**src/design/edt_pkg.sv**
```systemverilog
// shared constants, chain item type and helper functions for the edit distance check
package edt_pkg;

  // longest query kept, one cell per query position
  localparam int MAX_LEN = 64;
  localparam int POS_W   = (MAX_LEN > 1) ? $clog2(MAX_LEN) : 1;
  localparam int LEN_W   = $clog2(MAX_LEN + 1);
  localparam int SYM_W   = 8;
  localparam int DIST_W  = 8;
  localparam int EDITS_W = 6;

  localparam logic [DIST_W-1:0] DIST_MAX = {DIST_W{1'b1}};

  // which_string codes
  localparam logic STR_QUERY     = 1'b0;
  localparam logic STR_CANDIDATE = 1'b1;

  // one slot of the wavefront moving down the cell chain
  typedef struct packed {
    logic              valid;
    logic              is_cand;   // candidate byte, else query byte
    logic              first;     // first byte of a candidate
    logic              last;      // last byte of a candidate
    logic              qstart;    // first byte of a new query
    logic [SYM_W-1:0]  sym;
    logic [POS_W-1:0]  pos;       // query position, counted down per cell
    logic [DIST_W-1:0] d_new;     // row value of the left column after this byte
    logic [DIST_W-1:0] d_old;     // row value of the left column before this byte
  } edt_item_t;

  // saturating increment of a row value
  function automatic logic [DIST_W-1:0] sat_inc(input logic [DIST_W-1:0] v);
    return (v == DIST_MAX) ? v : v + DIST_W'(1);
  endfunction

  // smaller of two row values
  function automatic logic [DIST_W-1:0] dmin(input logic [DIST_W-1:0] a,
                                             input logic [DIST_W-1:0] b);
    return (a < b) ? a : b;
  endfunction

endpackage

```
**src/design/edt_cell.sv**
```systemverilog
// one query position: holds its query byte and row value, updates one row entry per byte
module edt_cell (
  input  logic               clk,
  input  logic               rst,
  input  logic               en,
  input  edt_pkg::edt_item_t item_in,
  output edt_pkg::edt_item_t item_out
);
  import edt_pkg::*;

  logic [SYM_W-1:0]  qbyte;
  logic              active;
  logic [DIST_W-1:0] row_val;

  logic              hit;
  logic [DIST_W-1:0] up;
  logic [DIST_W-1:0] diag_cost;
  logic [DIST_W-1:0] new_val;

  // row recurrence for this position
  always_comb begin
    hit       = (item_in.pos == '0);
    // at candidate start this entry is its index, one above its left neighbor
    up        = item_in.first ? sat_inc(item_in.d_old) : row_val;
    diag_cost = (qbyte == item_in.sym) ? item_in.d_old : sat_inc(item_in.d_old);
    new_val   = dmin(diag_cost, dmin(sat_inc(up), sat_inc(item_in.d_new)));
  end

  always_ff @(posedge clk) begin
    // query load and active flag
    if (rst) begin
      active         <= 1'b0;
      item_out.valid <= 1'b0;
    end else if (en) begin
      item_out.valid <= item_in.valid;
      if (item_in.valid && !item_in.is_cand) begin
        if (hit) begin
          active <= 1'b1;
        end else if (item_in.qstart) begin
          active <= 1'b0;
        end
      end
    end
    // stored values and hand-off to the next cell
    if (en) begin
      if (item_in.valid && !item_in.is_cand && hit) begin
        qbyte <= item_in.sym;
      end
      if (item_in.valid && item_in.is_cand && active) begin
        row_val <= new_val;
      end
      item_out.is_cand <= item_in.is_cand;
      item_out.first   <= item_in.first;
      item_out.last    <= item_in.last;
      item_out.qstart  <= item_in.qstart;
      item_out.sym     <= item_in.sym;
      item_out.pos     <= item_in.pos - POS_W'(1);
      // cells past the query end pass the row end through unchanged
      item_out.d_new   <= active ? new_val : item_in.d_new;
      item_out.d_old   <= active ? up : item_in.d_old;
    end
  end

endmodule

```
**config.mk**
```make
export PLATFORM = sky130hd
export DESIGN_NAME = edt_cell
export DESIGN_NICKNAME = d
export VERILOG_FILES = /design/src/design/edt_pkg.sv /design/src/design/edt_cell.sv
export SDC_FILE = /design/constraint.sdc
export NUM_CORES = 1
export LEC_CHECK = 0
export ABC_CLOCK_PERIOD_IN_PS = 9500
export BUFFER_PORTS_ARGS = -buffer_cell sky130_fd_sc_hd__buf_2
export CELL_PAD_IN_SITES_DETAIL_PLACEMENT = 1
export CELL_PAD_IN_SITES_GLOBAL_PLACEMENT = 2
export CORE_MARGIN = 2
export CORE_UTILIZATION = 34
export CTS_BUF_LIST = sky130_fd_sc_hd__clkbuf_16
export DETAILED_ROUTE_END_ITERATION = 12
export PLACE_DENSITY_LB_ADDON = 0.1
export RECOVER_POWER = 50
export SLEW_MARGIN = 5
export SYNTH_ARGS = -nofsm -noshare
export SYNTH_HDL_FRONTEND = slang
export SYNTH_SLANG_ARGS = --single-unit
```
**constraint.sdc**
```tcl
create_clock -name clk -period 9.5 [get_ports clk]
set_input_delay 1.425 -clock clk [delete_from_list [all_inputs] [get_ports clk]]
set_output_delay 1.425 -clock clk [all_outputs]
set_load 0.05 [all_outputs]
```
==> flow_summary.toml <==
[timing]
hold_ws_ns = 0.470
maxSlewViolCount = 37
fin_tns_setup_ns = 0
skew_ns = 0.00966
fmax_ghz = 0.127
rsz0062_at_grt = "false"
hold_viol = 0
slew_headroom = -0.393
setup-violations-final = 0
worst_pin_slew_ns = 2.09
layout_min_cycle_time_ns = 7.88
period_share = 0.829

[logic_synthesis]
synth_area_leaders = "edfxtp_1, ha_1, nand2_1, xor2_1, mux2_2"
syn-cell-area_um2 = 3380
yosys.area.top_type = "edfxtp_1"
syn_nets = 381
ys_ff_latch = 52
synth_cells = 324
avgSynthCellArea_um2 = 10.4
synth_ff_type = "edfxtp_1"
synth_edf_count = 50
ys_async_sr_fraction = 0
yosysUniqueCellTypes = 53
yosysWarnings = 0
synth_top_area_share = 0.445
ys_seq_area_frac = 0.456

[detailed_routing]
remaining_drc_errors = 0
dr_total_vias = 2721
drt_wl_total_mm = 9.41
wl_per_cell_um = 17.9
top_layer_used = "met4"
route.met3.wl_um = 440
antenna_left = 0
drtPass1Iterations = 4
viasPerCell = 5.19
wl_met2_mm = 4.59
first_iter_violations = 117
drt-met1-wl_mm = 4.25

[setup_path]
critPathMaxStageDelay_ns = 0.60
crit_path_max_fanout = 18
cp-end-kind = "register"
critPathKind = "input pin to register"
worstPathRequired_ns = 9.55
crit_path_start_kind = "input pin"
critPathSlowestCell = "clkbuf_1"
critPathArrivalTime_ns = 7.93

[global_routing]
grt_pass1_vias = 2739
grt_usage = 0.178
antenna_found_initial = 0
grt_max_degree = 37
grt_pass1_wl_mm = 14.8
overflow = 0

[cts]
cts_root_buffer = "clkbuf_16"
cts_setup_buffers = 0
path_clk_slew_ns = 0.07
cts_sinks = 52
ctsHoldBuffers = 0
cts_resized = 0
cts_htree_levels = 2
clockBufferDepth = 2
clk_latency_ns = 0.30
cts_tree = "done"
cts_buffers = 5

[power]
max-vdd-ir-drop_uv = 67.5
powerDensity_nw_per_um2 = 165
p_leak_nw = 1.59
finalPower_mw = 0.650

[die]
die_h_um = 104
fp-row-count = 36
io_pins = 73
die-width_um = 104
start_util = 0.347
die-area_um2 = 10700
core_um2 = 9730

[finish]
syn_to_final_growth_pct = 17.0
nets = 447
diodes = 0
drive_gt1_frac = 0.212
layout.cells.non_filler = 524

[run_status]
outcome = "complete, but fails checks"
violations = "capacitance limit, slew limit"

[placed_design]
port-buffer-count = 72
dp.cells = 516
dp_hpwl_mm = 7.49
routabilityCongestion = 0.786

[worst_hold_path]
worstHoldPathType = "register to register"

[job]
maxCapViolCount = 1
## Yosys cell counts, drive strengths merged, types with 5 or more instances
cell type and instances:
edfxtp 50, ha 19, clkbuf 5, inv 14, nand4 7, buf 9
nand3 12, a21oi 19, and3 7, nor2 26, a31oi 13, nand2 35
mux2 13, mux2i 8, xnor2 6, nor3 8, xor2 13, nand2b 5
o21ai 8
## registers in the layout, indices dropped and copies added, names as in the netlist
register / cells
active: 1
item_out: 35
qbyte: 8
row_val: 8
## through the flow
stage	setup WS, ns	cell area [µm²]	util
floorplan	2.33	3380	-
global placement	1.49	3810	0.392
detailed placement	1.45	3810	0.392
CTS	1.75	3980	0.409
global route	1.19	3950	0.406
finish	1.62	3950	0.406
## metal layers
metal / global-route usage / vias up
met5: 0 / -
met4: 0.0531 / 0
met3: 0.0271 / 8
met2: 0.304 / 76
met1: 0.233 / 1308
li1: - / 1329
## cells by family after synthesis
| family | Yosys count | share of synthesized area |
|---|---|---|
| simple gates | 121 | 0.179 |
| compound gates | 64 | 0.127 |
| flops | 52 | 0.456 |
| buf+inv | 28 | 0.0456 |
| mux | 21 | 0.0715 |
| xor+xnor | 19 | 0.0493 |
| fa+ha+maj | 19 | 0.0704 |
## layout by cell type (no fill, tap or decap), types with 12 or more instances in the layout
cell type	netlist	final
xor2_1	13	13
a21oi_1	19	19
nand3_1	12	12
ha_1	19	19
buf_2	3	51
inv_1	14	15
nand2_1	35	35
a31oi_1	13	13
edfxtp_1	50	50
clkbuf_1	5	21
nor2_1	26	26
## critical path: cells and delay by family
kind,cells,cell delay (ns)
compound gates,6,1.92
buf+inv,3,0.92
simple gates,11,2.02
fa+ha+maj,2,0.61
mux,3,1.02
## area by class of cell
cell class / instances / area [µm²]
fillers: 1188 / 5780
inverters: 14 / 52.6
multi-input cells: 244 / 1680
well taps: 133 / 166
clock buffers: 5 / 125
flip-flops and latches: 52 / 1540
repair buffers: 73 / 342
clock inverters: 3 / 42.5
## path summary, 6_finish.rpt
path,from,to,slack (ns),cells past startpoint
hold reg to reg,item_out[34]$_SDFFE_PP0P_,item_out[34]$_SDFFE_PP0P_,0.47,2
hold / removal,item_out[34]$_SDFFE_PP0P_,item_out[34]$_SDFFE_PP0P_,0.47,2
setup reg to reg,row_val[0]$_DFFE_PP_,item_out[8]$_DFFE_PP_,3.20,23
setup / recovery,item_in[32],item_out[8]$_DFFE_PP_,1.62,25
## power by group
group          total [mW]  switching [mW]  leakage [nW]  internal [mW]
registers           0.270         0.00281         0.493          0.267
clock network       0.206          0.0819        0.0856          0.124
logic               0.174           0.120          1.02         0.0540
(Power assumes the default switching activity.)
