`src/design/edt_pkg.sv`:
```
// shared constants, chain item type and helper functions for the edit distance check
package edt_pkg;

  // longest query kept, one cell per query position
  localparam int MAX_LEN = 64;
  localparam int POS_W   = (MAX_LEN > 1) ? $clog2(MAX_LEN) : 1;
  localparam int LEN_W   = $clog2(MAX_LEN + 1);
  localparam int SYM_W   = 8;
  localparam int DIST_W  = 8;
  localparam int EDITS_W = 6;

  localparam logic [DIST_W-1:0] DIST_MAX = {DIST_W{1'b1}};

  // which_string codes
  localparam logic STR_QUERY     = 1'b0;
  localparam logic STR_CANDIDATE = 1'b1;

  // one slot of the wavefront moving down the cell chain
  typedef struct packed {
    logic              valid;
    logic              is_cand;   // candidate byte, else query byte
    logic              first;     // first byte of a candidate
    logic              last;      // last byte of a candidate
    logic              qstart;    // first byte of a new query
    logic [SYM_W-1:0]  sym;
    logic [POS_W-1:0]  pos;       // query position, counted down per cell
    logic [DIST_W-1:0] d_new;     // row value of the left column after this byte
    logic [DIST_W-1:0] d_old;     // row value of the left column before this byte
  } edt_item_t;

  // saturating increment of a row value
  function automatic logic [DIST_W-1:0] sat_inc(input logic [DIST_W-1:0] v);
    return (v == DIST_MAX) ? v : v + DIST_W'(1);
  endfunction

  // smaller of two row values
  function automatic logic [DIST_W-1:0] dmin(input logic [DIST_W-1:0] a,
                                             input logic [DIST_W-1:0] b);
    return (a < b) ? a : b;
  endfunction

endpackage

```
`src/design/edt_head.sv`:
```
// input control and column zero of the distance row, feeds the cell chain
module edt_head (
  input  logic                     clk,
  input  logic                     rst,
  input  logic                     en,
  input  logic                     take,
  input  logic                     which_string,
  input  logic [edt_pkg::SYM_W-1:0] symbol,
  input  logic                     last_symbol,
  output edt_pkg::edt_item_t       item_out
);
  import edt_pkg::*;

  logic              query_closed;
  logic              candidate_open;
  logic [LEN_W-1:0]  query_length;
  logic [DIST_W-1:0] col0;

  logic [LEN_W-1:0]  len_base;
  logic              keep_byte;
  logic              cand_first;
  logic [DIST_W-1:0] col0_old;
  logic [DIST_W-1:0] col0_next;
  edt_item_t         item_next;

  // decode the incoming item
  always_comb begin
    len_base   = query_closed ? '0 : query_length;
    keep_byte  = (len_base < LEN_W'(MAX_LEN));
    cand_first = !candidate_open;
    col0_old   = cand_first ? '0 : col0;
    col0_next  = sat_inc(col0_old);

    item_next         = '0;
    item_next.sym     = symbol;
    item_next.last    = last_symbol;
    item_next.pos     = len_base[POS_W-1:0];
    item_next.qstart  = query_closed;
    item_next.first   = cand_first;
    item_next.d_old   = col0_old;
    item_next.d_new   = col0_next;
    if (take) begin
      if (which_string == STR_CANDIDATE) begin
        item_next.valid   = 1'b1;
        item_next.is_cand = 1'b1;
      end else begin
        // bytes beyond the last cell are dropped
        item_next.valid   = keep_byte;
      end
    end
  end

  // query and candidate bookkeeping
  always_ff @(posedge clk) begin
    if (rst) begin
      query_closed   <= 1'b1;
      candidate_open <= 1'b0;
      query_length   <= '0;
    end else if (en && take) begin
      if (which_string == STR_CANDIDATE) begin
        query_closed   <= 1'b1;
        candidate_open <= !last_symbol;
      end else begin
        candidate_open <= 1'b0;
        query_closed   <= last_symbol;
        query_length   <= len_base + LEN_W'(keep_byte);
      end
    end
  end

  // column zero value and launch register
  always_ff @(posedge clk) begin
    if (rst) begin
      item_out.valid <= 1'b0;
    end else if (en) begin
      item_out.valid <= item_next.valid;
    end
    if (en) begin
      item_out.is_cand <= item_next.is_cand;
      item_out.first   <= item_next.first;
      item_out.last    <= item_next.last;
      item_out.qstart  <= item_next.qstart;
      item_out.sym     <= item_next.sym;
      item_out.pos     <= item_next.pos;
      item_out.d_new   <= item_next.d_new;
      item_out.d_old   <= item_next.d_old;
      if (take && which_string == STR_CANDIDATE) begin
        col0 <= col0_next;
      end
    end
  end

endmodule

```
`config.mk`:
```
export PLATFORM = sky130hd
export DESIGN_NAME = edt_head
export DESIGN_NICKNAME = d
export VERILOG_FILES = /design/src/design/edt_pkg.sv /design/src/design/edt_head.sv
export SDC_FILE = /design/constraint.sdc
export NUM_CORES = 1
export LEC_CHECK = 0
export BUFFER_PORTS_ARGS = -buffer_cell sky130_fd_sc_hd__buf_2
export CORE_AREA = 8 8 63 87
export CTS_CLUSTER_DIAMETER = 200
export DETAILED_ROUTE_END_ITERATION = 10
export DIE_AREA = 0 0 71 95
export PLACE_DENSITY = 0.76
export SLEW_MARGIN = 5
export SYNTH_ARGS = -nofsm -noshare
export SYNTH_HDL_FRONTEND = slang
export SYNTH_SLANG_ARGS = --single-unit
export TNS_END_PERCENT = 50
```
`constraint.sdc`:
```
create_clock -name clk -period 2.2 [get_ports clk]
set_clock_uncertainty 0.1 [all_clocks]
set_input_delay 0.33 -clock clk [delete_from_list [all_inputs] [get_ports clk]]
set_output_delay 0.33 -clock clk [all_outputs]
set_load 0.01 [all_outputs]
```
==> metrics list <==
* Run status: completed
* Largest area contributor in the synthesized netlist: sky130_fd_sc_hd__edfxtp_1
- In the routed layout, each cell is associated on average with a via count of 5.46.
- Layout Cells excl Fill: 251
- Largest net degree at the start of global routing: 24
- The number of buffers and inverters on the critical path is 0.
* Delay of the slowest critical-path stage: 390 ps
- Number of distinct library cells after synthesis: 37
* Kind of start point of the critical path: register
- Top cells by area in the synthesized netlist: sky130_fd_sc_hd__edfxtp_1 (60%), sky130_fd_sc_hd__dfxtp_1 (9.5%), sky130_fd_sc_hd__nor2b_1 (2.1%)
- The first routing iteration left 106 violations.
- Share of Yosys cell area claimed by the top area cell type: 59.8%
- The number of hold buffers added after CTS was 0.
- Power spread over the standard cell area amounts to 813 mW/mm^2.
* Ratio of cells with drive above 1 in the final layout: 32.5%
- Relative area change from synthesis to final layout: 21.6%
- Die span in y: 95 um
* CORE AREA: 0.00413 sq mm
* Setup slack of the most critical reg-to-reg path: 250 ps
- Number of hold violations in the final report: 0
* Via count of the first global-routing pass: 1370
* Most common library cell in the layout ignoring fill and taps: sky130_fd_sc_hd__buf_2
- The worst setup path is of the register to register kind.
* Routability Congestion: 0.865
- Highest ir drop seen on vdd: 357 uV
- Clk sinks: 52
* Flip-flop and latch count after synthesis: 52
- Setup repair after global routing missed its margin: no
- In this run the tool buffered the top-level ports with 48 buffer cells.
* Number of H-tree branching levels: 2
* Instance count of the mapped netlist: 151
* Leading cell types in the layout, fill and taps excluded: sky130_fd_sc_hd__buf_2 (48), sky130_fd_sc_hd__edfxtp_1 (42), sky130_fd_sc_hd__nand2_1 (10), sky130_fd_sc_hd__dfxtp_1 (10)
- The final max-slew violation count came to 0.
* Routed wire per std cell: 15.8 um
- Among all stages on the critical path, the largest delay is contributed by sky130_fd_sc_hd__or3_1.
- After synthesis the cells add up to 0.00211 sq mm.
- Number of nets in the finished design: 222
- Antenna diodes: 0
* GR Util met3: 4.45%
* Shortest clock period the worst path allows after layout: 1950 ps
- Arrival time at the worst endpoint: 1890 ps
* Number of instances in the placed design: 243
* Count of standard-cell rows: 28
* Cell family with the largest share of critical-path delay: simple AND/OR/NAND/NOR gates
- Of all nets on the critical path, the largest fanout is 3.
- Global-route layer with the greatest usage: met2
- Insertion delay of the later-clocked pin in the worst-skew pair: 290 ps
- Period Utilization, post-route: 88.6%
- Peak Freq: 513 MHz
* Vias after detailed routing: 1371
- The worst pin sits at a relative slew slack of 72.0%.
- TritonCTS built the clock tree.
- Setup-failing EPs final: 0
- Once the clock tree was built, the setup fixing pass inserted 0 buffers.
- Global routing finished with a remaining overflow of 0.
- Once the clock tree was built, the resizer swapped 0 gates to a different size.
- GR met2 Demand/Resource: 22.7%
- Number of search-and-repair iterations in the first detailed-routing pass: 4
- Cell at the root of the clock tree: sky130_fd_sc_hd__clkbuf_8
* Share of the core filled with cells: 62.1%
* Max-cap violations: 0
- Initial antenna violation count: 0
- Cell breakdown of the critical path: and2_1 > ha_1 > and4_1 > and3_4 > or3_1
* Clock transition at the registers of the reported paths: 90 ps
- Overall die area: 0.00675 sq mm
- GRT Total Usage: 12.3%
- After routing, the total negative slack on setup checks comes to 0 ps.
* Worst-case clock buffer depth: 2
- Fraction of the yosys area taken by sequential cells: 69.3%
- Synthesized area per cell: 14.0 sq um
- Detailed-route DRC error count: 0
* Type of destination of the critical path: register
* Synthesized net count: 168
- Global routing consumed, on the met1 layer, 12.2% of the routing resources.
- Counting the buffers created by CTS gives 5.
* Die X: 71 um
- HPWL after detailed placement: 2960 um
- Final wirelength: 3970 um
- Boundary pin count: 49
* Warnings, synthesis: 0
- Static Leak: 0.00107 uW
* Worst hold path type: input pin to register
* Worst Max-Slew Pin Slew: 420 ps
- The first global-routing pass estimated 6480 um of wire.
* Initial Util: 51.0%
- STA puts the critical path data required time at 2140 ps.
* Residual antenna-violating net count after detailed routing: 0
## where the power goes
part	internal, uW	total, uW	switching (uW)
Clock	568	858	290
Combinational	46.0	116	70.3
Sequential	1100	1110	11.6
Total	1710	2090	372
## synth_stat cells
library cell and number:
sky130_fd_sc_hd__and2_1 6, sky130_fd_sc_hd__mux2i_1 3, sky130_fd_sc_hd__a21oi_1 7, sky130_fd_sc_hd__buf_4 3, sky130_fd_sc_hd__nor3_1 2, sky130_fd_sc_hd__edfxtp_1 42
sky130_fd_sc_hd__nor2_1 4, sky130_fd_sc_hd__and3_1 5, sky130_fd_sc_hd__ha_1 3, sky130_fd_sc_hd__mux2_2 1, sky130_fd_sc_hd__and3b_1 1, sky130_fd_sc_hd__nand3_1 4
sky130_fd_sc_hd__clkbuf_1 1, sky130_fd_sc_hd__nor2b_1 7, sky130_fd_sc_hd__inv_1 3, sky130_fd_sc_hd__nand4b_1 3, sky130_fd_sc_hd__o21ai_0 4, sky130_fd_sc_hd__nand2_1 10
sky130_fd_sc_hd__o21bai_1 1, sky130_fd_sc_hd__and4b_1 2, sky130_fd_sc_hd__o211ai_1 2, sky130_fd_sc_hd__buf_2 2, sky130_fd_sc_hd__and3_4 1, sky130_fd_sc_hd__or3_1 2
sky130_fd_sc_hd__nand4_1 3, sky130_fd_sc_hd__nor3b_1 1, sky130_fd_sc_hd__and2_2 1, sky130_fd_sc_hd__nand3b_1 3, sky130_fd_sc_hd__nand3b_4 1, sky130_fd_sc_hd__and3_2 1
sky130_fd_sc_hd__dfxtp_1 10, sky130_fd_sc_hd__xnor2_1 1, sky130_fd_sc_hd__a21o_1 2, sky130_fd_sc_hd__a31oi_1 5, sky130_fd_sc_hd__nand2b_1 2, sky130_fd_sc_hd__and4_1 1
sky130_fd_sc_hd__and4_2 1
## registers in the layout, indices dropped and copies added (netlist names)
name / count
col0: 8
query_closed: 1
item_out: 35
query_length: 7
candidate_open: 1
## cell type report
class                   count  area, sq um
clock buffers               5         68.8
multi-input cells          90          601
repair buffers             53          278
clock inverters             3         90.1
fillers                   324         1570
well taps                  45         56.3
flip-flops and latches     52         1460
inverters                   3         11.3
## worst reg2reg max path: stages (launching register included)
cell and delay, ps:
sky130_fd_sc_hd__edfxtp_1 380, sky130_fd_sc_hd__and2_1 200, sky130_fd_sc_hd__ha_1 220, sky130_fd_sc_hd__and4_1 220
sky130_fd_sc_hd__and3_4 180, sky130_fd_sc_hd__or3_1 390
## logic make-up after synthesis
kind of cell | share of synthesized area (%)
flops | 69.3
buf+inv | 2.25
simple gates | 18.4
fa+ha+maj | 1.78
xor+xnor | 0.415
compound gates | 5.87
mux | 1.96
## path summary, 6_finish.rpt
| path | cells after the start | endpoint | startpoint |
|---|---|---|---|
| worst max-delay path | 5 | col0[5] | col0[0] |
| worst min-delay path | 1 | item_out[23] | symbol[1] |
| worst max register to register | 5 | col0[5] | col0[0] |
| worst min register to register | 2 | query_length[0] | query_length[0] |
## metrics by stage
step,hold slack (ps),worst slack (ps),power [uW],instance area [sq um]
2_1_floorplan,329,184,1190,2110
3_3_place_gp,341,334,1250,2410
3_5_place_dp,353,259,1250,2410
4_1_cts,89.6,252,2110,2570
5_1_grt,78.8,121,2160,2570
6_report,104,250,2090,2570
## metal layers
layer / routed length (um) / share of wire [%]
met5: 0 / 0
met4: 24 / 0.60
met3: 254 / 6.4
met2: 2260 / 57
met1: 1430 / 36
Power figures use the tool's default switching activity.
